### config.mk
export PLATFORM = sky130hd
export DESIGN_NAME = fcam_mul
export DESIGN_NICKNAME = d
export VERILOG_FILES = /design/src/hw/rtl/fcam_pkg.sv /design/src/hw/rtl/fcam_mul.sv
export SDC_FILE = /design/constraint.sdc
export NUM_CORES = 2
export LEC_CHECK = 0
export ABC_AREA = 1
export BUFFER_PORTS_ARGS = -buffer_cell sky130_fd_sc_hd__buf_4
export CORE_AREA = 3 3 285 287
export DETAILED_ROUTE_END_ITERATION = 6
export DIE_AREA = 0 0 288 290
export GPL_TIMING_DRIVEN = 0
export PLACE_DENSITY = 0.79
export SLEW_MARGIN = 20
export SYNTH_ARGS = -nofsm -noshare
export SYNTH_HDL_FRONTEND = slang
export SYNTH_SLANG_ARGS = --single-unit
### constraint.sdc
create_clock -name i_clk -period 8.9 [get_ports i_clk]
set_clock_uncertainty 0.15 [all_clocks]
set_input_delay 1.335 -clock i_clk [delete_from_list [all_inputs] [get_ports i_clk]]
set_output_delay 1.335 -clock i_clk [all_outputs]
set_load 0.03 [all_outputs]
### src/hw/rtl/fcam_pkg.sv
package fcam_pkg;

    // fraction bits of the unit vectors
    localparam int VEC_FRAC_BITS = 14;
    localparam int VEC_ONE       = 1 << VEC_FRAC_BITS;

    // field and datapath widths
    localparam int W_VEC  = 16;
    localparam int W_POS  = 32;
    localparam int W_ANG  = 25;
    localparam int W_ASUM = 29;
    localparam int W_CRD  = 34;
    localparam int W_Z    = 27;
    localparam int W_MOP  = 33;
    localparam int W_PROD = 2 * W_MOP;
    localparam int W_NV   = 34;
    localparam int W_MAG  = 30;
    localparam int W_LEN  = 31;
    localparam int W_RAD  = 64;
    localparam int W_Q    = VEC_FRAC_BITS + 1;
    localparam int W_NUM  = W_MAG + VEC_FRAC_BITS + 2;

    // angle constants, degrees in Q9.16
    localparam int ANG_FULL    = 23592960;
    localparam int ANG_HALF    = 11796480;
    localparam int ANG_QUARTER = 5898240;
    localparam int PITCH_MAX   = 5832704;
    localparam int START_YAW   = -5898240;

    // rotation unit constants
    localparam int CORDIC_GAIN  = 652032874;
    localparam int CORDIC_STEPS = 17;

    typedef logic [2:0][W_VEC-1:0] t_vec;
    typedef logic [2:0][W_POS-1:0] t_pos;

    typedef enum logic {
        RD_SQRT,
        RD_DIV
    } t_rd_op;

    typedef struct packed {
        logic   start;
        t_rd_op op;
    } t_rd_req;

    // arctangent of 2^-i in degrees Q16
    function automatic logic signed [W_Z-1:0] atan_deg(input logic [4:0] i);
        logic signed [W_Z-1:0] v;
        unique case (i)
            5'd0:    v = W_Z'(2949120);
            5'd1:    v = W_Z'(1740967);
            5'd2:    v = W_Z'(919879);
            5'd3:    v = W_Z'(466945);
            5'd4:    v = W_Z'(234379);
            5'd5:    v = W_Z'(117304);
            5'd6:    v = W_Z'(58666);
            5'd7:    v = W_Z'(29335);
            5'd8:    v = W_Z'(14668);
            5'd9:    v = W_Z'(7334);
            5'd10:   v = W_Z'(3667);
            5'd11:   v = W_Z'(1833);
            5'd12:   v = W_Z'(917);
            5'd13:   v = W_Z'(458);
            5'd14:   v = W_Z'(229);
            5'd15:   v = W_Z'(115);
            5'd16:   v = W_Z'(57);
            default: v = '0;
        endcase
        return v;
    endfunction

    // next component index of a 3-vector, wrapping
    function automatic logic [1:0] next3(input logic [1:0] k);
        return (k == 2'd2) ? 2'd0 : k + 2'd1;
    endfunction

endpackage

### src/hw/rtl/fcam_mul.sv
module fcam_mul (
    input  logic                               i_clk,
    input  logic signed [fcam_pkg::W_MOP-1:0]  i_a,
    input  logic signed [fcam_pkg::W_MOP-1:0]  i_b,
    output logic signed [fcam_pkg::W_PROD-1:0] o_p
);
    import fcam_pkg::*;

    logic signed [W_PROD-1:0] r_p;

    // registered signed product
    always_ff @(posedge i_clk) begin
        r_p <= W_PROD'(i_a) * W_PROD'(i_b);
    end

    assign o_p = r_p;

endmodule

==> run_results.csv <==
group,metric,value,unit
clock_tree,cts_tree,"done",
setup_path,critPathKind,"input port to flip-flop",
setup_path,worstSetupEndpoint,"o_p[58]",
drt,postRouteWirelength,168000,um
sta,setup_viol,1,
global_route,grt_antenna_before_repair,4,
die,dieArea,83500,um2
placement,dpl.hpwl,139000,um
synth,synth-seq-cells,66,
synth,ys_types,35,
global_route,grt_remaining_overflow,0,
drt,via_per_inst,5.46,
drt,drc,0,
sta,hold_viol,0,
placement,placed_area,45000,um2
sta,rsz0062_at_grt,"true",
synth,synth_fp_nets,6972,
synth,synthesis.area,43200,um2
sta,max_freq,112,MHz
sta,tightest_slew,1.24,ns
die,rows,103,
setup_path,cp.arrival,8.98,ns
sta,slew_violations,0,
clock_tree,clkTransAtPathRegs,0.06,ns
placement,post-place-cells,6660,
clock_tree,cts_hold_buf,0,
worst_hold_path,hold_path_class,"input port to flip-flop",
global_route,grt_first_pass_wirelength,245000,um
drt,vias,36600,
synth,syn_inst,5543,
finish,final_cell_area,45800,um2
sta,timing.final.crit_share,100,%
setup_path,required,8.98,ns
global_route,grt_pass1_vias,38700,
clock_tree,root_buffer,"clkbuf_16",
finish,drive_above_1_share,5.95,%
synth,ys_top_cells_by_area,"fa_1 (53%), inv_1 (16%), nand2_1 (13%), ha_1 (6.3%), dfxtp_1 (3.1%)",
worst_hold_path,holdCritStartpoint,"i_a[0]",
clock_tree,htree_levels,3,
synth,synth_seq_area_share,3.06,%
setup_path,start_kind,"input port",
die,start_util,54.7,%
placement,port_buffers,67,
die,fp.coreArea,78900,um2
outcome,violations,"negative setup slack",
die,fp.dieW,288,um
die,fp.dieH,290,um
synth,netlist.top_cell.by_area,"fa_1",
synth,syn_avg_cell_area,7.79,um2
setup_path,path_max_fanout,10,
synth,synth_top_area_share,53.1,%
global_route,grt_max_degree,28,
drt,drt_iter0_drc,3907,
finish,syn2layout_area_growth,6.11,%
clock_tree,clkSinkCount,66,
outcome,outcome,"complete, but fails checks",
synth,ys_warn_count,0,
job,drv_cap,0,
setup_path,endpoint_kind,"flip-flop",
setup_path,startpoint,"i_b[24]",
finish,nets,7067,
drt,avgRoutedWirePerCell,25.0,um
drt,drtPass1Iterations,7,
clock_tree,cts_made_buffers,9,
sta,setup_slack,-0.00186,ns
finish,fin_cells,6700,
global_route,gr-usage-all-layers,41.2,%
sta,period_minus_slack,8.90,ns
clock_tree,clockBufferDepth,2,
die,boundaryPins,133,
drt,postRouteAntennaNets,0,
placement,gp_congestion,1.09,
sta,maxSlewHeadroom,17.2,%
finish,largest_reg_flops,66,
-- what timing repair did --
item,CTS,global route
endpoints found under the setup margin,25,41
gates resized for setup,53,319
setup buffers,5,12
endpoints found under the hold margin,0,0
pin swaps,2,1
-- critical path, cell delays in order --
cell             delay (ns)
clkdlybuf4s15_1        0.68
clkbuf_2               0.57
nand2_1                0.16
fa_1                   0.56
inv_1                  0.05
fa_1                   0.49
fa_1                   0.58
fa_1                   0.47
fa_1                   0.54
fa_1                   0.45
fa_1                   0.49
inv_1                  0.05
fa_1                   0.69
inv_1                  0.09
ha_1                   0.45
nand2_1                0.14
nor2_1                 0.22
inv_1                  0.08
nor2_2                 0.19
nand2_1                0.17
nor3_1                 0.17
nand2_1                0.15
nand4_1                0.12
nand2_1                0.06
-- placed cells by master, fill, tap and decap left out, types with 3 or more instances in the layout --
cell type and n:
nand2_1 1517, dfxtp_1 66, xor2_1 37, nand3_1 69, bufinv_16 3, buf_4 84
fa_2 6, nand2_2 17, or2_2 5, diode_2 7, o21ai_0 18, nand4_1 19
clkbuf_16 9, clkbuf_4 13, clkdlybuf4s15_1 3, a21oi_2 5, o21ai_1 4, ha_1 216
nor2_2 19, o21bai_1 14, fa_1 1139, buf_2 10, nand3b_1 3, buf_6 3
xnor2_1 4, inv_1 1892, nor2_1 131, nand3_2 9, nor4_1 4, clkbuf_1 95
clkbuf_2 138, a21oi_1 60, nor3_1 7, clkinvlp_4 3, nor2_4 4
-- kinds of logic (layout without fill, tap and decap cells) --
family	after synthesis	in the layout	synth area share (%)
compound gates	106	106	1.38
other cells	0	7	0
xor+xnor	41	41	0.832
fa+ha+maj	1362	1362	59.4
simple gates	1810	1810	16.6
buf+inv	2158	2258	18.8
flops	66	66	3.06
-- layer usage --
layer	part of all wire [%]	up-vias	global-route usage, %	wire [um]
met5	0.0066	-	0	11
met3	14	841	14.7	22700
li1	-	15200	-	-
met4	10	2	31.5	17100
met2	42	2521	61.0	71000
met1	34	18000	49.1	56700
-- cells in the mapped netlist --
| cell | instances |
|---|---|
| nand2_1 | 1517 |
| inv_2 | 1 |
| o21ai_1 | 3 |
| xor2_1 | 37 |
| dfxtp_1 | 66 |
| a21boi_0 | 1 |
| inv_1 | 1894 |
| o21bai_1 | 14 |
| clkbuf_1 | 262 |
| nand3_2 | 8 |
| a21oi_2 | 4 |
| nor2_2 | 20 |
| or2_2 | 5 |
| and2_0 | 1 |
| nor3_2 | 1 |
| o21a_1 | 1 |
| nor4_1 | 4 |
| nor2_4 | 3 |
| and2_1 | 2 |
| xnor2_1 | 4 |
| a21o_1 | 2 |
| nand3b_1 | 3 |
| ha_1 | 217 |
| o21ai_0 | 19 |
| buf_1 | 1 |
| nor4_2 | 1 |
| or2_1 | 1 |
| nand3_1 | 70 |
| nor2_1 | 131 |
| o21ai_2 | 1 |
| fa_1 | 1145 |
| a21oi_1 | 61 |
| nand4_1 | 19 |
| nor3_1 | 7 |
| nand2_2 | 17 |
-- worst min-delay path by stage --
stage / endpoint / cells past startpoint
after CTS: o_p[0] / 3
after detailed placement: o_p[49] / 1
final: o_p[0] / 3
after floorplan: o_p[0] / 3
after global placement: o_p[34] / 1
after global routing: o_p[0] / 3
-- final cells by class --
cell class | count | area, um2
clock inverters | 6 | 115
diodes | 7 | 17.5
plain buffers | 263 | 1270
inverters | 1895 | 7120
repair buffers | 84 | 643
fillers | 7453 | 33100
multi-input cells | 3319 | 33800
flip-flops and latches | 66 | 1320
well taps | 1050 | 1310
clock buffers | 10 | 229
-- metrics by stage --
| step | TNS, ns | setup slack [ns] | utilization (%) | hold slack [ns] |
|---|---|---|---|---|
| final | -0.00186 | -0.00186 | 58.1 | 1.34 |
| after floorplan | 0 | 0.659 | - | 1.45 |
| after global routing | -0.0772 | -0.0292 | 58.1 | 1.31 |
| after CTS | 0 | 0.00242 | 57.6 | 1.29 |
| after global placement | -30.13 | -1.36 | 57.0 | 1.61 |
| after detailed placement | -20.46 | -0.932 | 57.1 | 1.61 |
Power is left out: the tool's default activity adds up to more than one toggle a clock period on the data nets, which glitch-free logic cannot reach.
