[src/hw/rtl/fcam_pkg.sv]
package fcam_pkg;

    // fraction bits of the unit vectors
    localparam int VEC_FRAC_BITS = 14;
    localparam int VEC_ONE       = 1 << VEC_FRAC_BITS;

    // field and datapath widths
    localparam int W_VEC  = 16;
    localparam int W_POS  = 32;
    localparam int W_ANG  = 25;
    localparam int W_ASUM = 29;
    localparam int W_CRD  = 34;
    localparam int W_Z    = 27;
    localparam int W_MOP  = 33;
    localparam int W_PROD = 2 * W_MOP;
    localparam int W_NV   = 34;
    localparam int W_MAG  = 30;
    localparam int W_LEN  = 31;
    localparam int W_RAD  = 64;
    localparam int W_Q    = VEC_FRAC_BITS + 1;
    localparam int W_NUM  = W_MAG + VEC_FRAC_BITS + 2;

    // angle constants, degrees in Q9.16
    localparam int ANG_FULL    = 23592960;
    localparam int ANG_HALF    = 11796480;
    localparam int ANG_QUARTER = 5898240;
    localparam int PITCH_MAX   = 5832704;
    localparam int START_YAW   = -5898240;

    // rotation unit constants
    localparam int CORDIC_GAIN  = 652032874;
    localparam int CORDIC_STEPS = 17;

    typedef logic [2:0][W_VEC-1:0] t_vec;
    typedef logic [2:0][W_POS-1:0] t_pos;

    typedef enum logic {
        RD_SQRT,
        RD_DIV
    } t_rd_op;

    typedef struct packed {
        logic   start;
        t_rd_op op;
    } t_rd_req;

    // arctangent of 2^-i in degrees Q16
    function automatic logic signed [W_Z-1:0] atan_deg(input logic [4:0] i);
        logic signed [W_Z-1:0] v;
        unique case (i)
            5'd0:    v = W_Z'(2949120);
            5'd1:    v = W_Z'(1740967);
            5'd2:    v = W_Z'(919879);
            5'd3:    v = W_Z'(466945);
            5'd4:    v = W_Z'(234379);
            5'd5:    v = W_Z'(117304);
            5'd6:    v = W_Z'(58666);
            5'd7:    v = W_Z'(29335);
            5'd8:    v = W_Z'(14668);
            5'd9:    v = W_Z'(7334);
            5'd10:   v = W_Z'(3667);
            5'd11:   v = W_Z'(1833);
            5'd12:   v = W_Z'(917);
            5'd13:   v = W_Z'(458);
            5'd14:   v = W_Z'(229);
            5'd15:   v = W_Z'(115);
            5'd16:   v = W_Z'(57);
            default: v = '0;
        endcase
        return v;
    endfunction

    // next component index of a 3-vector, wrapping
    function automatic logic [1:0] next3(input logic [1:0] k);
        return (k == 2'd2) ? 2'd0 : k + 2'd1;
    endfunction

endpackage

[src/hw/rtl/fcam_rootdiv.sv]
module fcam_rootdiv (
    input  logic                        i_clk,
    input  logic                        i_rst_n,
    input  fcam_pkg::t_rd_req           i_req,
    input  logic [fcam_pkg::W_RAD-1:0]  i_rad,
    input  logic [fcam_pkg::W_NUM-1:0]  i_num,
    input  logic [fcam_pkg::W_LEN:0]    i_den,
    output logic                        o_busy,
    output logic                        o_done,
    output logic [31:0]                 o_res
);
    import fcam_pkg::*;

    logic              r_busy;
    logic              r_done;
    t_rd_op            r_op;
    logic [4:0]        r_k;
    logic [W_RAD-1:0]  r_v;
    logic [W_RAD-1:0]  r_r;
    logic [W_NUM-1:0]  r_rem;
    logic [W_NUM-1:0]  r_dsh;
    logic [W_Q-1:0]    r_q;

    logic [W_RAD-1:0]  bitv;
    logic [W_RAD-1:0]  trial;

    assign bitv  = W_RAD'(1) << {r_k, 1'b0};
    assign trial = r_r + bitv;

    // digit-by-digit square root, or restoring divide, one bit per cycle
    always_ff @(posedge i_clk) begin
        if (!i_rst_n) begin
            r_busy <= 1'b0;
            r_done <= 1'b0;
        end else begin
            r_done <= 1'b0;
            if (i_req.start && !r_busy) begin
                r_busy <= 1'b1;
                r_op   <= i_req.op;
                r_v    <= i_rad;
                r_r    <= '0;
                r_rem  <= i_num;
                r_dsh  <= W_NUM'(i_den) << VEC_FRAC_BITS;
                r_q    <= '0;
                r_k    <= (i_req.op == RD_SQRT) ? 5'd31 : 5'(VEC_FRAC_BITS);
            end else if (r_busy) begin
                if (r_op == RD_SQRT) begin
                    if (r_v >= trial) begin
                        r_v <= r_v - trial;
                        r_r <= (r_r >> 1) + bitv;
                    end else begin
                        r_r <= r_r >> 1;
                    end
                end else begin
                    if (r_rem >= r_dsh) begin
                        r_rem <= r_rem - r_dsh;
                        r_q   <= {r_q[W_Q-2:0], 1'b1};
                    end else begin
                        r_q   <= {r_q[W_Q-2:0], 1'b0};
                    end
                    r_dsh <= r_dsh >> 1;
                end
                r_k <= r_k - 5'd1;
                if (r_k == '0) begin
                    r_busy <= 1'b0;
                    r_done <= 1'b1;
                end
            end
        end
    end

    assign o_busy = r_busy;
    assign o_done = r_done;
    assign o_res  = (r_op == RD_SQRT) ? r_r[31:0] : 32'(r_q);

endmodule

[config.mk]
export PLATFORM = sky130hd
export DESIGN_NAME = fcam_rootdiv
export DESIGN_NICKNAME = d
export VERILOG_FILES = /design/src/hw/rtl/fcam_pkg.sv /design/src/hw/rtl/fcam_rootdiv.sv
export SDC_FILE = /design/constraint.sdc
export NUM_CORES = 1
export LEC_CHECK = 0
export ABC_CLOCK_PERIOD_IN_PS = 17600
export BUFFER_PORTS_ARGS = -buffer_cell sky130_fd_sc_hd__buf_2
export CORE_ASPECT_RATIO = 1.2
export CORE_UTILIZATION = 60
export CTS_BUF_LIST = sky130_fd_sc_hd__clkbuf_8
export CTS_CLUSTER_DIAMETER = 30
export DETAILED_ROUTE_END_ITERATION = 12
export HOLD_SLACK_MARGIN = 0.08
export PLACE_DENSITY_LB_ADDON = 0.05
export SYNTH_ARGS = -nofsm -noshare
export SYNTH_HDL_FRONTEND = slang
export SYNTH_SLANG_ARGS = --single-unit
[constraint.sdc]
create_clock -name i_clk -period 17.6 [get_ports i_clk]
set_input_delay 2.64 -clock i_clk [delete_from_list [all_inputs] [get_ports i_clk]]
set_output_delay 2.64 -clock i_clk [all_outputs]
set_load 0.03 [all_outputs]
==> out/qor.csv <==
metric,value,unit
HP Start,r_q[0]$_SDFFCE_PP0P_,
Worst Skew,0.0329,ns
outcome,completed,
Core Rows,75,
Critical Path RT,17.86,ns
CTS max path bufs,3,
Avg WL per Cell,19.2,µm
final core utilization,0.686,
largest net degree at the start of global routing,108,
area delta synth->final,12.0,%
largest area contributor in the netlist,edfxtp_1,
Final HPWL DP,45.4,mm
fin worst setup slack,10.17,ns
iteration-0 DRC count of the detailed router,1665,
Worst Path Buf+Inv,3,
Final setup violation count,0,
Die Width,175,µm
routed vias/inst,6.26,
detailed-route via count,20000,
vias in the first global route,19500,
DP Area,0.0227,mm²
Setup CP Type,reg -> reg,
register area,0.00728,mm²
# IOs,180,
fraction of registers with async set/reset,0,
worst-margin pin slew,1.11,ns
mean area per synthesized cell,8.46,µm²
HP Class,reg -> reg,
synth top area cells,"edfxtp_1 34%, ha_1 10%, a21oi_1 5.9%",
worst vdd ir,0.0618,mV
XOR/XNOR Fraction of Synth Area,0.0834,
WL final,61.4,mm
Fin. Hold Viols,0,
Max Cap Viol,0,
Synth Area in Compound Gates,0.237,
min Tclk post-route,7.43,ns
Max Fanout on Critical Path,64,
worst r2r src,r_k[1]$_SDFFCE_PP1P_,
layout cells sized above 1,0.128,
max_slew headroom,0.260,
gr usage total,0.331,
combinational family with the most area after synthesis,compound AO/OA/AOI/OAI gates,
Num CTS Buffers,60,
htree depth,2,
Mapped Nets,2873,
cell family with most CP delay,compound AO/OA/AOI/OAI gates,
Final Wtd Congestion,0.975,
hold bufs inserted after CTS,0,
Mapped Area,0.0215,mm²
Gate Count Post-Synth,2546,
CP arrival,7.69,ns
nets@finish,3009,
Worst Setup End Kind,flip-flop,
RSZ-0062 raised after global routing,no,
DR pass1 iterations,6,
power per standard cell area,96.9,mW/mm²
Post-Place Worst Slack,10.26,ns
post-CTS resize count,0,
initial antenna violation count,0,
TritonCTS Sinks,243,
buffer count from post-CTS setup fixing,0,
clock slew at reported path FFs,0.06,ns
Chip Height,210,µm
"Period Utilization, post-route",0.422,
"non-filler cells, final",3195,
Post-synth EDFFs,241,
crit path launch type,flip-flop,
residual DRC count,0,
Placed Cells,3082,
sequential fraction of the synthesis area,0.338,
Initial Util,0.612,
"commonest non-fill, non-tap cell in the layout",nand2_1,
"Remaining Overflow, GRT",0,
leakage power,9.71,nW
cell mode on critical path,a21o_1,
post-route ant nets,0,
CP max stage delay,0.89,ns
die area,0.0367,mm²
most frequent cells in the layout,"283 x nand2_1, 271 x nor2_1, 255 x a21oi_1, 241 x edfxtp_1, 185 x o21ai_0",
Cell variety after synth,82,
Filler cells,2972,
clock root buffer,clkbuf_8,
Hold WS,0.550,ns
global-route wire length before repair,97.9,mm
fmax,0.135,GHz
Adder-Cell Fraction of Synth Area,0.106,
fraction of synthesized area in multiplexers,0.00970,
Final Cell Area,0.0241,mm²
Final Power,2.34,mW
dominant synthesized flop cell,edfxtp_1,
final slew viol count,0,
Multi-input gate area,0.0135,mm²
Worst-Skew Late Latency,0.67,ns
Core ar.,0.0352,mm²
Worst Setup SP,r_k[1]$_SDFFCE_PP1P_,
Ys Warns,0,
CTS tree,yes,
Synth Area in Simple Gates,0.187,
port bufs,179,
Setup TNS,0,ns
post-synth top area share,0.336,
"slowest stage cell, crit path",a2111oi_1,
#FFs+latches synth,243,
-- area by class of cell --
class                   instances  share of cell area
diodes                          1            0.000104
clock buffers                  60              0.0342
clock inverters                52              0.0248
inverters                      95              0.0148
multi-input cells            2092               0.560
flip-flops and latches        243               0.302
well taps                     462              0.0240
repair buffers                190              0.0406
-- sequential cells by signal, indices dropped and copies added (netlist names) --
register and count:
r_r 64, r_k 5, r_q 15, r_rem 46, r_dsh 46, o_busy 1
r_v 64, r_op 1, o_done 1
-- cells in the mapped netlist (all sizes together), types with 50 or more instances --
| master | number |
|---|---|
| nand2 | 283 |
| nor2 | 272 |
| a21oi | 257 |
| edfxtp | 241 |
| o21ai | 192 |
| ha | 179 |
| xor2 | 107 |
| clkbuf | 99 |
| xnor2 | 98 |
| inv | 95 |
| a21o | 78 |
| a31oi | 72 |
| nand4 | 50 |
-- path summary, 6_finish.rpt --
kind | to | slack (ns) | cells after the start
setup / recovery | r_v[59]$_DFFE_PP_ | 10.17 | 27
hold / removal | r_q[1]$_SDFFCE_PP0P_ | 0.55 | 1
setup reg to reg | r_v[59]$_DFFE_PP_ | 10.17 | 27
hold reg to reg | r_q[1]$_SDFFCE_PP0P_ | 0.55 | 1
-- routing by layer --
layer | wire [µm] | track usage
met5 | 0 | 0
met1 | 26000 | 0.427
met2 | 29100 | 0.554
met4 | 2540 | 0.152
met3 | 3760 | 0.0389
-- cell families after synthesis --
group,Yosys count
multiplexers,19
flip-flops,243
AND/OR/NAND/NOR,869
AO/OA/AOI/OAI,817
adder cells (fa/ha/maj),182
XOR/XNOR,205
buffers and inverters,211
-- power breakdown --
group	switching [mW]	internal, mW	leakage [nW]
Sequential	0.0484	0.725	2.29
Clock	0.315	0.502	0.698
Combinational	0.458	0.290	6.72
Note: power is estimated with default switching activity, not from simulation.
