$ cat src/hw/rtl/fcam_pkg.sv
package fcam_pkg;

    // fraction bits of the unit vectors
    localparam int VEC_FRAC_BITS = 14;
    localparam int VEC_ONE       = 1 << VEC_FRAC_BITS;

    // field and datapath widths
    localparam int W_VEC  = 16;
    localparam int W_POS  = 32;
    localparam int W_ANG  = 25;
    localparam int W_ASUM = 29;
    localparam int W_CRD  = 34;
    localparam int W_Z    = 27;
    localparam int W_MOP  = 33;
    localparam int W_PROD = 2 * W_MOP;
    localparam int W_NV   = 34;
    localparam int W_MAG  = 30;
    localparam int W_LEN  = 31;
    localparam int W_RAD  = 64;
    localparam int W_Q    = VEC_FRAC_BITS + 1;
    localparam int W_NUM  = W_MAG + VEC_FRAC_BITS + 2;

    // angle constants, degrees in Q9.16
    localparam int ANG_FULL    = 23592960;
    localparam int ANG_HALF    = 11796480;
    localparam int ANG_QUARTER = 5898240;
    localparam int PITCH_MAX   = 5832704;
    localparam int START_YAW   = -5898240;

    // rotation unit constants
    localparam int CORDIC_GAIN  = 652032874;
    localparam int CORDIC_STEPS = 17;

    typedef logic [2:0][W_VEC-1:0] t_vec;
    typedef logic [2:0][W_POS-1:0] t_pos;

    typedef enum logic {
        RD_SQRT,
        RD_DIV
    } t_rd_op;

    typedef struct packed {
        logic   start;
        t_rd_op op;
    } t_rd_req;

    // arctangent of 2^-i in degrees Q16
    function automatic logic signed [W_Z-1:0] atan_deg(input logic [4:0] i);
        logic signed [W_Z-1:0] v;
        unique case (i)
            5'd0:    v = W_Z'(2949120);
            5'd1:    v = W_Z'(1740967);
            5'd2:    v = W_Z'(919879);
            5'd3:    v = W_Z'(466945);
            5'd4:    v = W_Z'(234379);
            5'd5:    v = W_Z'(117304);
            5'd6:    v = W_Z'(58666);
            5'd7:    v = W_Z'(29335);
            5'd8:    v = W_Z'(14668);
            5'd9:    v = W_Z'(7334);
            5'd10:   v = W_Z'(3667);
            5'd11:   v = W_Z'(1833);
            5'd12:   v = W_Z'(917);
            5'd13:   v = W_Z'(458);
            5'd14:   v = W_Z'(229);
            5'd15:   v = W_Z'(115);
            5'd16:   v = W_Z'(57);
            default: v = '0;
        endcase
        return v;
    endfunction

    // next component index of a 3-vector, wrapping
    function automatic logic [1:0] next3(input logic [1:0] k);
        return (k == 2'd2) ? 2'd0 : k + 2'd1;
    endfunction

endpackage

$ cat src/hw/rtl/fcam_cordic.sv
module fcam_cordic (
    input  logic                              i_clk,
    input  logic                              i_rst_n,
    input  logic                              i_start,
    input  logic signed [fcam_pkg::W_ANG-1:0] i_angle,
    output logic                              o_busy,
    output logic                              o_done,
    output logic signed [fcam_pkg::W_CRD-1:0] o_cos,
    output logic signed [fcam_pkg::W_CRD-1:0] o_sin
);
    import fcam_pkg::*;

    localparam logic signed [W_Z-1:0] Z_QUARTER = W_Z'(ANG_QUARTER);
    localparam logic signed [W_Z-1:0] Z_HALF    = W_Z'(ANG_HALF);

    logic                    r_busy;
    logic                    r_done;
    logic                    r_neg;
    logic [4:0]              r_i;
    logic signed [W_CRD-1:0] r_x;
    logic signed [W_CRD-1:0] r_y;
    logic signed [W_Z-1:0]   r_z;

    logic signed [W_Z-1:0]   ang;
    logic signed [W_CRD-1:0] dx;
    logic signed [W_CRD-1:0] dy;

    assign ang = W_Z'(i_angle);
    assign dx  = r_y >>> r_i;
    assign dy  = r_x >>> r_i;

    // one micro-rotation per cycle
    always_ff @(posedge i_clk) begin
        if (!i_rst_n) begin
            r_busy <= 1'b0;
            r_done <= 1'b0;
        end else begin
            r_done <= 1'b0;
            if (i_start && !r_busy) begin
                r_busy <= 1'b1;
                r_i    <= '0;
                r_x    <= W_CRD'(CORDIC_GAIN);
                r_y    <= '0;
                // fold into the right half plane
                if (ang > Z_QUARTER) begin
                    r_z   <= ang - Z_HALF;
                    r_neg <= 1'b1;
                end else if (ang < -Z_QUARTER) begin
                    r_z   <= ang + Z_HALF;
                    r_neg <= 1'b1;
                end else begin
                    r_z   <= ang;
                    r_neg <= 1'b0;
                end
            end else if (r_busy) begin
                if (r_z >= 0) begin
                    r_x <= r_x - dx;
                    r_y <= r_y + dy;
                    r_z <= r_z - atan_deg(r_i);
                end else begin
                    r_x <= r_x + dx;
                    r_y <= r_y - dy;
                    r_z <= r_z + atan_deg(r_i);
                end
                r_i <= r_i + 5'd1;
                if (r_i == 5'(CORDIC_STEPS - 1)) begin
                    r_busy <= 1'b0;
                    r_done <= 1'b1;
                end
            end
        end
    end

    assign o_busy = r_busy;
    assign o_done = r_done;
    assign o_cos  = r_neg ? -r_x : r_x;
    assign o_sin  = r_neg ? -r_y : r_y;

endmodule

$ cat config.mk
export PLATFORM = sky130hd
export DESIGN_NAME = fcam_cordic
export DESIGN_NICKNAME = d
export VERILOG_FILES = /design/src/hw/rtl/fcam_pkg.sv /design/src/hw/rtl/fcam_cordic.sv
export SDC_FILE = /design/constraint.sdc
export NUM_CORES = 1
export LEC_CHECK = 0
export ABC_AREA = 1
export BUFFER_PORTS_ARGS = -buffer_cell sky130_fd_sc_hd__buf_2
export CAP_MARGIN = 20
export CORE_ASPECT_RATIO = 0.5
export CORE_UTILIZATION = 59
export CTS_CLUSTER_SIZE = 24
export DETAILED_ROUTE_END_ITERATION = 6
export GPL_ROUTABILITY_DRIVEN = 1
export MAX_ROUTING_LAYER = met4
export PLACE_DENSITY = 0.77
export SYNTH_ARGS = -nofsm -noshare
export SYNTH_HDL_FRONTEND = slang
export SYNTH_SLANG_ARGS = --single-unit
$ cat constraint.sdc
create_clock -name i_clk -period 8.8 [get_ports i_clk]
set_input_delay 0.44 -clock i_clk [delete_from_list [all_inputs] [get_ports i_clk]]
set_output_delay 0.44 -clock i_clk [all_outputs]
set_load 0.1 [all_outputs]
==> results of run 1 <==
## worst min-delay path, stage by stage
cell	delay (ns)
buf_2	0.08
nand2_1	0.04
nand2_1	0.05
## cell type report
type | count | area [um^2]
well taps | 391 | 489
fillers | 2800 | 10300
flip-flops and latches | 125 | 3510
inverters | 261 | 980
multi-input cells | 2372 | 12500
clock inverters | 14 | 159
clock buffers | 18 | 429
repair buffers | 118 | 681
## Yosys cell counts, types with 3 or more instances
master / n / area share
nand2_1: 733 / 0.16
nand3_1: 451 / 0.13
nor2_1: 276 / 0.059
inv_1: 249 / 0.053
a21oi_1: 194 / 0.055
o21ai_0: 171 / 0.049
ha_1: 108 / 0.077
edfxtp_1: 101 / 0.17
xor2_1: 98 / 0.049
xnor2_1: 45 / 0.022
clkbuf_1: 44 / 0.0094
nor3_1: 40 / 0.011
buf_2: 37 / 0.011
nand4_1: 30 / 0.011
o21ai_1: 26 / 0.0074
dfxtp_1: 24 / 0.027
a31oi_1: 22 / 0.0078
buf_1: 22 / 0.0047
o21a_1: 20 / 0.0086
or2_2: 19 / 0.0068
nor4_1: 14 / 0.0050
nand2_2: 12 / 0.0043
a21o_1: 10 / 0.0043
inv_2: 10 / 0.0021
o31ai_1: 10 / 0.0043
o21bai_1: 9 / 0.0039
nand3b_1: 8 / 0.0034
a221oi_1: 6 / 0.0030
buf_4: 6 / 0.0026
nand3_2: 6 / 0.0034
nor2_2: 6 / 0.0021
o21ai_2: 6 / 0.0030
o2111ai_1: 5 / 0.0025
o211ai_1: 5 / 0.0021
o22ai_1: 5 / 0.0018
a211oi_1: 4 / 0.0017
a21boi_0: 4 / 0.0017
nor2_4: 4 / 0.0026
nor3_2: 4 / 0.0023
buf_6: 3 / 0.0019
fa_1: 3 / 0.0034
## logic make-up after synthesis
| family | synth area share |
|---|---|
| flip-flops | 0.200 |
| AND/OR/NAND/NOR | 0.398 |
| XOR/XNOR | 0.0714 |
| buffers and inverters | 0.0851 |
| adder cells (fa/ha/maj) | 0.0805 |
| AO/OA/AOI/OAI | 0.165 |
## routing by layer
metal	track usage	vias up	wire length, um
li1	-	9809	-
met1	0.511	9200	25100
met2	0.625	921	26400
met3	0.0558	117	5430
met4	0.140	0	1600
met5	-	-	0
## power by group through the flow
stage / Combinational, W / Clock, W / Sequential (W)
final: 0.00494 / 0.000758 / 0.00124
after global routing: 0.00547 / 0.000776 / 0.00124
after CTS: 0.00486 / 0.000757 / 0.00121
after detailed placement: 0.00483 / 0 / 0.00122
after global placement: 0.00478 / 0 / 0.00122
after floorplan: 0.00390 / 0 / 0.00107
## path summary, 6_finish.rpt
| kind | slack, ns | endpoint | cells past startpoint |
|---|---|---|---|
| max | 3.09 | r_x[24]$_SDFFCE_PP0P_ | 26 |
| min | 0.26 | r_z[6]$_DFFE_PP_ | 3 |
| max reg2reg | 3.09 | r_x[24]$_SDFFCE_PP0P_ | 26 |
| min reg2reg | 0.58 | o_done$_SDFF_PP0_ | 2 |
## through the flow
step	utilization	total power, W	std cells	setup WS (ns)
6_report	0.646	0.00694	3299	3.09
5_1_grt	0.646	0.00749	3299	2.58
2_1_floorplan	-	0.00498	2870	0.679
4_1_cts	0.643	0.00683	3296	3.06
3_3_place_gp	0.623	0.00600	3263	3.16
3_5_place_dp	0.623	0.00605	3264	3.08
==> metrics, run 1 <==
Mapped Nets 3009; Crit. End Element flop; initial antenna violation count 0; FF-to-FF Start r_i[2]$_SDFFCE_PP0P_; crit-path most repeated cell nand2_1; worst rel slew slack 0.327; later-pin clock latency in the skew report 0.47 ns; final worst clock skew 0.0173 ns; drt wl/cell 17.8 um; Sw Ratio 0.600; maximum vdd drop 0.354 mV; slowest CP cell inv_2; number of iterations in the first detailed-routing pass 7; most frequent cells in the layout nand2_1, nand3_1, nor2_1; Slew @ Worst Pin 1.01 ns; Critical path origin r_i[2]$_SDFFCE_PP0P_; Hold Crit Start i_angle[6]; number of CTS-inserted buffers 17; Mapped Area 17500 um^2; total track usage 0.392; RSZ-0062 raised after global routing no; global placement routability congestion 1.03; worst hold slack 0.264 ns; outcome complete, no violations; IO Port Bufs 97; core area 29100 um^2; critical setup path kind reg -> reg; IO Count 98; max-slew violation total from the final report 0; final setup TNS 0 ns; clock tree buffer depth 2; Synthesis Warnings 0; vias per cell between 6 and 7; Worst path max stage delay 0.52 ns; CP Buf/Inv Count 5; #FFs+latches synth around 130; Clock Power Share 0.109; Syn Area/Cell 6.11 um^2; Die Ht 124 um; Initial Util 0.602; library cells used by synthesis 56; P_sw 0.00416 W; Clock Sinks 125; total wire length about 59000 um; Die ar. 30500 um^2; arrival time worst endpoint 5.94 ns; final hold violations 0; Setup Buffers After CTS 0; crit path launch type flop; largest net degree at the start of global routing 73; Resized cells post-CTS 0; Antenna diodes 0; Hold Buf Count CTS 0; nets@finish between 3000 and 4000; Seq/Total Area, Yosys 0.200; first-pass GRT wire length 91300 um; # DRC 0; final period utilization 0.649; max cap viols 0; Worst Path Required 9.03 ns; final-report setup violation count 0; cells after synthesis 2870; row count 44; final std cell area, no fill 18800 um^2; number of global-route vias before repair 17700; Root Driver clkbuf_16; commonest non-fill, non-tap cell in the layout nand2_1; drt initial violations 2189; Flop pwr share 0.178; placed cell areas 18200 um^2; number of flops mapped to enable cells by yosys 101; Final ANT Viol Nets 0; Layout area overhead 7.21%; grt ovf 0; via count approximately 20000; H-tree levels 4; ys flop type edfxtp_1; hold crit path type in -> reg; Post-synth ARST share 0; Final min period 5.71 ns; ratio of cells with drive above 1 in the final layout 0.0770; CP max FO 64; maximum clock rate 0.175 GHz; Crit path max-delay family compound AO/OA/AOI/OAI gates; Comb pwr share 0.713; hpwl dp 43900 um; Internal between 0.002 and 0.003 W; Leakage 8.85 nW; CTS tree built; DIE WIDTH 246 um; Clock Pin Slew Worst Setup and Hold Paths 0.07 ns; PwrDens 369 nW/um^2
Note: power is estimated with default switching activity, not from simulation.
==> run 2: changes to the inputs <==
==> constraint.sdc (replaced) <==
create_clock -name i_clk -period 5.5 [get_ports i_clk]
set_input_delay 0.275 -clock i_clk [delete_from_list [all_inputs] [get_ports i_clk]]
set_output_delay 0.275 -clock i_clk [all_outputs]
set_load 0.1 [all_outputs]
==> run 2 against run 1 <==
Compared with the run above:
- cell count rose by 0.24%
- non-clock buffer count up 8
- sequential share of layout area is 0.081 points lower
- sequential power increased by 56%
==> metrics, run 2 (synthesis gave the netlist of run 1 again) <==
M3 GR Usage 0.0767 (+0.0209); Layout area overhead 7.68%; ratio of cells with drive above 1 in the final layout 0.0789 (+0.00185); number of global-route vias before repair 18100 (+2.4%); final setup TNS 0 ns (unchanged); Worst path max stage delay 0.43 ns (-0.09 ns); commonest non-fill, non-tap cell in the layout nand2_1; final worst clock skew 0.0150 ns (-0.00231 ns); worst rel slew slack 0.363 (+0.0361); max-slew violation total from the final report 0 (unchanged); H-tree levels 4 (unchanged); Clock Pin Slew Worst Setup and Hold Paths 0.07 ns (about the same); arrival time worst endpoint 5.19 ns (-0.75 ns); Final ANT Viol Nets 0 (unchanged); max cap viols 0 (unchanged); initial antenna violation count 0 (unchanged); clock tree buffer depth 2 (unchanged); Die ar. 30500 um^2 (unchanged); drt initial violations 2386 (+9.0%); PwrDens 591 nW/um^2 (+60%); crit path launch type flop; vias per cell 6.13 (+0.80%); number of CTS-inserted buffers 17 (unchanged); pre-CTS setup slack 0.485 ns (-2.60 ns); largest net degree at the start of global routing 71 (-2.7%); Crit. End Element flop; total wire length 59900 um (+2.3%); Worst Path Required 5.72 ns (-3.31 ns); Initial Util 0.602 (unchanged); GR peak layer met2; critical setup path kind reg -> reg; final-report setup violation count 0 (unchanged); number of iterations in the first detailed-routing pass 6 (-1); worst-path cell chain buf_4 -> nand3_1 -> nand3_1 -> nand3_1 -> nand2_1 -> nand2_1 -> nand2_1 -> ha_1 -> inv_1 -> nor2_2 -> nand2_1 -> nand2_1 -> xor2_1 -> ha_1 -> a21oi_1 -> o21ai_0 -> a21oi_1 -> o21ai_0 -> a21oi_1 -> o21ai_1 -> a21oi_1 -> o21ai_0 -> a21o_1; global placement routability congestion 1.08 (+4.8%); IO Count 98 (unchanged); crit-path most repeated cell nand2_1; Leakage 8.89 nW (+0.44%); RSZ-0062 raised after global routing no; total track usage 0.405 (+0.0125); later-pin clock latency in the skew report 0.46 ns (about the same); # DRC 0 (unchanged); Root Driver clkbuf_16; most frequent cells in the layout nand2_1, nand3_1, nor2_1; Die Ht 124 um (unchanged); core area 29100 um^2 (unchanged); DIE WIDTH 246 um (unchanged); final hold violations 0 (unchanged); CTS tree built; met2 GRT Util 0.649 (+0.0239); Fill cells 2827 (+0.96%); first-pass GRT wire length 94100 um (+3.1%); final worst setup slack 0.530 ns (-2.56 ns); Tot Pwr 0.0112 W (+61%); outcome complete, no violations; row count 44 (unchanged); Setup Buffers After CTS 0 (unchanged); via count 20300 (+1.0%); maximum clock rate 0.201 GHz (+15%); Clock Sinks 125 (unchanged); CP max FO 41 (-36%); slowest CP cell buf_4; hpwl dp 45600 um (+3.9%); Slew @ Worst Pin 0.955 ns (-0.0542 ns); IO Port Bufs 97 (unchanged); maximum vdd drop 0.624 mV (+76%); drt wl/cell 18.1 um (+2.0%); nets@finish 3042 (+0.26%); Final min period 4.97 ns (-0.742 ns); Antenna diodes 0 (unchanged); hold crit path type in -> reg; grt met1 use 0.517 (+0.00676); grt ovf 0 (unchanged); final period utilization 0.904 (+0.255)
[run 2: cell type report]
type	instances	area, um^2	share of cell area
inverters	261	980	0.0519
multi-input cells	2372	12500	0.665
clock inverters	12	160	0.00848
flip-flops and latches	125	3510	0.186
repair buffers	126	753	0.0399
clock buffers	20	437	0.0231
well taps	391	489	0.0259
[run 2: worst paths after layout]
kind / startpoint / endpoint / slack, ns / depth (start not counted)
max reg2reg: r_i[1]$_SDFFCE_PP0P_ / r_x[19]$_SDFFCE_PP1P_ / 0.53 / 23
min: i_angle[16] / r_z[16]$_DFFE_PP_ / 0.11 / 3
max: r_i[1]$_SDFFCE_PP0P_ / r_x[19]$_SDFFCE_PP1P_ / 0.53 / 23
min reg2reg: o_busy$_SDFF_PN0_ / o_done$_SDFF_PP0_ / 0.58 / 2
[run 2: metal layers]
metal / share of wire / vias to the layer above
li1: - / 9817
met1: 0.42 / 9237
met2: 0.46 / 1063
met3: 0.098 / 140
met4: 0.027 / 0
met5: 0 / -
[run 2: through the flow]
| stage | area, um^2 | hold slack [ns] | utilization | instances |
|---|---|---|---|---|
| 6_report | 18900 | 0.106 | 0.648 | 3307 |
| 3_3_place_gp | 18300 | 0.560 | 0.627 | 3273 |
| 5_1_grt | 18900 | 0.0979 | 0.648 | 3307 |
| 3_5_place_dp | 18300 | 0.567 | 0.628 | 3274 |
| 4_1_cts | 18900 | 0.0957 | 0.648 | 3306 |
| 2_1_floorplan | 17500 | 0.446 | - | 2870 |
[run 2: repair_timing]
action / 4_1_cts / 5_1_grt
hold endpoints to repair: 0 / 0
gates resized for setup: 0 / 1
setup endpoints to repair: 0 / 1
hold buffers: 0 / 0
[run 2: worst max-delay path: cells and delay by family (launching register included)]
family | cells | cell delay, ns
adders and majority gates | 2 | 0.55
and+or+nand+nor | 9 | 1.17
buffers and inverters | 2 | 0.50
DFF | 1 | 0.38
xor gates and xnor gates | 1 | 0.27
AOI/OAI and AO/OA | 9 | 1.85
[run 2: report_power, final]
group	total (W)	switching [W]	internal, W
logic	0.00799	0.00568	0.00231
registers	0.00194	0.000474	0.00146
clock network	0.00123	0.000516	0.000717
total	0.0112	0.00667	0.00449
